### src/sv/mhpq_pkg.sv
// Shared types and constants for the max-heap priority queue.
// No dependencies; every other file takes names from here by scope.
package mhpq_pkg;

    localparam int CAPACITY_DEF = 127;

    localparam int DATA_W  = 8;
    localparam int PRIO_W  = 16;
    localparam int TOTAL_W = 7;

    typedef struct packed {
        logic [DATA_W-1:0]        data;
        logic signed [PRIO_W-1:0] prio;
    } entry_t;

    typedef enum logic [1:0] {
        STATUS_OK    = 2'd0,
        STATUS_FULL  = 2'd1,
        STATUS_EMPTY = 2'd2
    } status_t;

    typedef enum logic {
        OP_INSERT = 1'b0,
        OP_REMOVE = 1'b1
    } op_t;

    typedef enum logic [2:0] {
        ST_IDLE,
        ST_INS_RD,
        ST_INS_CMP,
        ST_RM_LOAD,
        ST_RM_RD,
        ST_RM_CMP,
        ST_DONE
    } state_t;

endpackage

### src/sv/mhpq_store.sv
// Heap entry store: one write port, two read ports with registered data.
// Depends on mhpq_pkg for the entry type.
module mhpq_store #(
    parameter int DEPTH = mhpq_pkg::CAPACITY_DEF + 1,
    parameter int AW    = $clog2(DEPTH)
) (
    input  logic             clk,
    input  logic             we,
    input  logic [AW-1:0]    waddr,
    input  mhpq_pkg::entry_t wdata,
    input  logic [AW-1:0]    raddr_a,
    input  logic [AW-1:0]    raddr_b,
    output mhpq_pkg::entry_t rdata_a,
    output mhpq_pkg::entry_t rdata_b
);

    mhpq_pkg::entry_t mem [DEPTH];

    always_ff @(posedge clk)
    begin
        if (we)
        begin
            mem[waddr] <= wdata;
        end
    end

    always_ff @(posedge clk)
    begin
        rdata_a <= mem[raddr_a];
        rdata_b <= mem[raddr_b];
    end

endmodule

### config.mk
export PLATFORM = sky130hd
export DESIGN_NAME = mhpq_store
export DESIGN_NICKNAME = d
export VERILOG_FILES = /design/src/sv/mhpq_pkg.sv /design/src/sv/mhpq_store.sv
export SDC_FILE = /design/constraint.sdc
export NUM_CORES = 2
export LEC_CHECK = 0
export BUFFER_PORTS_ARGS = -buffer_cell sky130_fd_sc_hd__buf_2
export CORE_UTILIZATION = 40
export DETAILED_ROUTE_END_ITERATION = 10
export GPL_ROUTABILITY_DRIVEN = 0
export HOLD_SLACK_MARGIN = 0.02
export SETUP_SLACK_MARGIN = 0.02
export SYNTH_ARGS = -nofsm -noshare
export SYNTH_HDL_FRONTEND = slang
export SYNTH_SLANG_ARGS = --single-unit
### constraint.sdc
create_clock -name clk -period 5.5 [get_ports clk]
set_input_delay 1.1 -clock clk [delete_from_list [all_inputs] [get_ports clk]]
set_output_delay 1.1 -clock clk [all_outputs]
set_load 0.1 [all_outputs]
==> results.py <==
metrics = {
    "clocking": {
        "clk_path_buf_depth": 4,
        "clk_pin_slew_ps": 60,
        "cts_htree_levels": 5,
        "cts_tree": "built",
        "postCtsSetupRepairBufs": 0,
        "ctsRootBufferMaster": "clkbuf_16",
        "postCtsResizedCells": 0,
        "clkSinkCount": 3120,
        "cts.hold.buffers_added": 0,
        "cts_made_buffers": 342,
        "clkLatencyLatePin_ps": 930,
    },
    "logic_synthesis": {
        "ys.warnings.count": 0,
        "synth_top_area_cell": "edfxtp_1",
        "ys_types": 17,
        "syn_nets": 5868,
        "synth.area.top_cells": "edfxtp_1 (65%), mux4_2 (32%), dfxtp_1 (0.68%)",
        "syn_inst": 5821,
        "synth.top_cell.area_share_pct": 65.1,
        "seq_area_frac_synth_pct": 65.7,
        "avgSynthCellArea_um2": 24.4,
        "synth-seq-cells": 3120,
        "syn_area_um2": 142000,
    },
    "global_route": {
        "grt_pass1_wl_um": 602000,
        "grt_pass1_vias": 74800,
        "grt_max_degree": 129,
        "antenna_found_initial": 71,
        "track_usage_pct": 24.2,
        "grt_overflow_total": 0,
    },
    "detailed_routing": {
        "vias": 72700,
        "postRouteAntennaNets": 0,
        "firstDrtPassIters": 5,
        "totalWireLength_um": 430000,
        "wl_per_cell_um": 38.1,
        "viasPerCell": 6.46,
        "drtIter0Drc": 9875,
        "drc_errors": 0,
    },
    "floorplan": {
        "fp.dieArea_um2": 357000,
        "die_h_um": 597,
        "rows": 218,
        "dieWidth_um": 597,
        "core-area_um2": 353000,
        "initial_core_util_pct": 40.2,
        "io-pin-count": 95,
    },
    "worst_setup_path": {
        "cp_cell_sequence": "buf_12 > buf_4 > buf_4 > mux4_2 > mux4_2 > mux4_2 > mux2_2",
        "critPathMaxFanout": 44,
        "crit_path_frequent_cell": "mux4_2",
        "end_kind": "register",
        "worst-setup-path-type": "input pin to register",
        "cpPeakStageDelay_ps": 660,
        "critPathLaunchType": "input pin",
        "cp_data_required_time_ps": 6270,
        "cpMaxStageDelayCell": "mux4_2",
        "crit_arrival_ps": 4460,
    },
    "placed_design": {
        "hpwlAfterDp_um": 267000,
        "place.port_buffers": 94,
    },
    "timing": {
        "fin_crit_sh_pct": 67.1,
        "holdWs_ps": 566,
        "finalHoldViolations": 0,
        "slew_headroom_pct": 2.13,
        "drv_slew": 0,
        "setup_tns_ps": 0,
        "finClkSkew_ps": 67.6,
        "worst_slew_pin_slew_ps": 1470,
        "timing.fmax_mhz": 271,
        "finalCriticalPeriod_ps": 3690,
        "setup_viol": 0,
        "rsz0062_at_grt": "false",
    },
    "pwr": {
        "ir_worst_vdd_mv": 0.231,
        "p_clk_share_pct": 42.2,
        "comb_power_share_pct": 9.0,
        "p_leak_uw": 0.0494,
        "p_sw_uw": 12800,
        "internal_power_uw": 41400,
        "p_per_area_nw_per_um2": 333,
        "switching_share_pct": 23.6,
        "power_frac_seq_pct": 48.9,
    },
    "run_status": {
        "status": "finished clean",
    },
    "run": {
        "drv_cap": 0,
    },
    "final_layout": {
        "fillerInstances": 28700,
        "syn_to_final_growth_pct": 14.9,
        "drive_gt1_share_pct": 49.0,
        "finalNetCount": 6231,
    },
    "worst_hold_path": {
        "holdCritPathClass": "input pin to register",
    },
}
-- Yosys cell counts, drive strengths merged --
cell type / number
or3: 1
clkbuf: 247
mux2: 48
nor2: 122
nor3: 9
nand3: 12
nor2b: 7
nand4: 3
edfxtp: 3072
buf: 220
mux4: 2016
nand2: 14
nand2b: 2
dfxtp: 48
-- placed cells by master (no fill, tap or decap), types with 4 or more instances in the layout --
cell / count
clkbuf_8: 7
clkbuf_16: 350
bufinv_16: 29
mux2_2: 48
mux4_2: 2016
buf_2: 58
nand2_1: 11
inv_6: 10
clkinv_1: 58
buf_12: 111
edfxtp_1: 3072
buf_4: 311
buf_8: 6
diode_2: 65
nand3_1: 8
nor3_2: 7
clkinv_2: 58
nand3_2: 4
nor2_4: 119
clkbuf_1: 85
clkinv_4: 5
dfxtp_1: 48
nor2b_1: 7
clkinv_8: 7
clkinvlp_4: 18
-- layout make-up --
type / count / area [um2] / area share [%]
Tap cell: 4730 / 5920 / 3.63
Timing Repair Buffer: 486 / 4940 / 3.03
Clock inverter: 189 / 1860 / 1.14
Multi-Input combinational cell: 2234 / 47600 / 29.2
Sequential cell: 3120 / 93200 / 57.2
Antenna cell: 65 / 163 / 0.0999
Clock buffer: 442 / 9170 / 5.63
-- per-stage QoR --
stage | area [um2] | setup WS [ps] | utilization (%) | total power, uW | std cells
final | 163000 | 1810 | 46.2 | 54200 | 11300
after global routing | 163000 | 1740 | 46.2 | 55600 | 11300
after CTS | 163000 | 1810 | 46.1 | 54600 | 11200
after detailed placement | 152000 | 863 | 43.0 | 31900 | 10600
after global placement | 152000 | 851 | 43.0 | 31800 | 10600
after floorplan | 142000 | 1720 | - | 29800 | 5821
-- flip-flops by register name, indices dropped and copies added (netlist names) --
signal,cells
rdata_a,24
mem,3072
rdata_b,24
-- cells by family after synthesis --
kind of cell	after synthesis	share of synthesized area [%]
multiplexers	2064	32.4
buffers and inverters	467	1.36
AND/OR/NAND/NOR	170	0.492
flip-flops	3120	65.7
-- final timing paths --
check | slack [ps] | start | depth (start not counted) | end
hold / removal | 570 | wdata[14] | 1 | mem[82][14]$_DFFE_PP_
setup / recovery | 1810 | raddr_a[0] | 7 | rdata_a[13]$_DFF_P_
setup reg to reg | 2870 | mem[47][13]$_DFFE_PP_ | 4 | rdata_a[13]$_DFF_P_
hold reg to reg | 1140 | mem[21][15]$_DFFE_PP_ | 4 | rdata_b[15]$_DFF_P_
-- worst max-delay path, delay by kind of cell --
family                 cells  cell delay [ps]
buffers and inverters      3             1120
muxes                      4             2100
-- power groups by stage --
stage          clock network (uW)  registers [uW]  logic [uW]
2_1_floorplan                   0           27300        2480
3_3_place_gp                    0           27000        4840
3_5_place_dp                    0           27000        4870
4_1_cts                     23200           26500        4880
5_1_grt                     24000           26500        5050
6_report                    22800           26500        4860
-- metal layers --
| layer | share of wire (%) | track usage [%] | up-vias |
|---|---|---|---|
| met1 | 39 | 33.7 | 40800 |
| met4 | 3.1 | 7.60 | 16 |
| met2 | 49 | 39.0 | 3752 |
| li1 | - | - | 27500 |
| met5 | 0.024 | 0 | - |
| met3 | 8.6 | 4.04 | 639 |
Power figures use the tool's default switching activity.
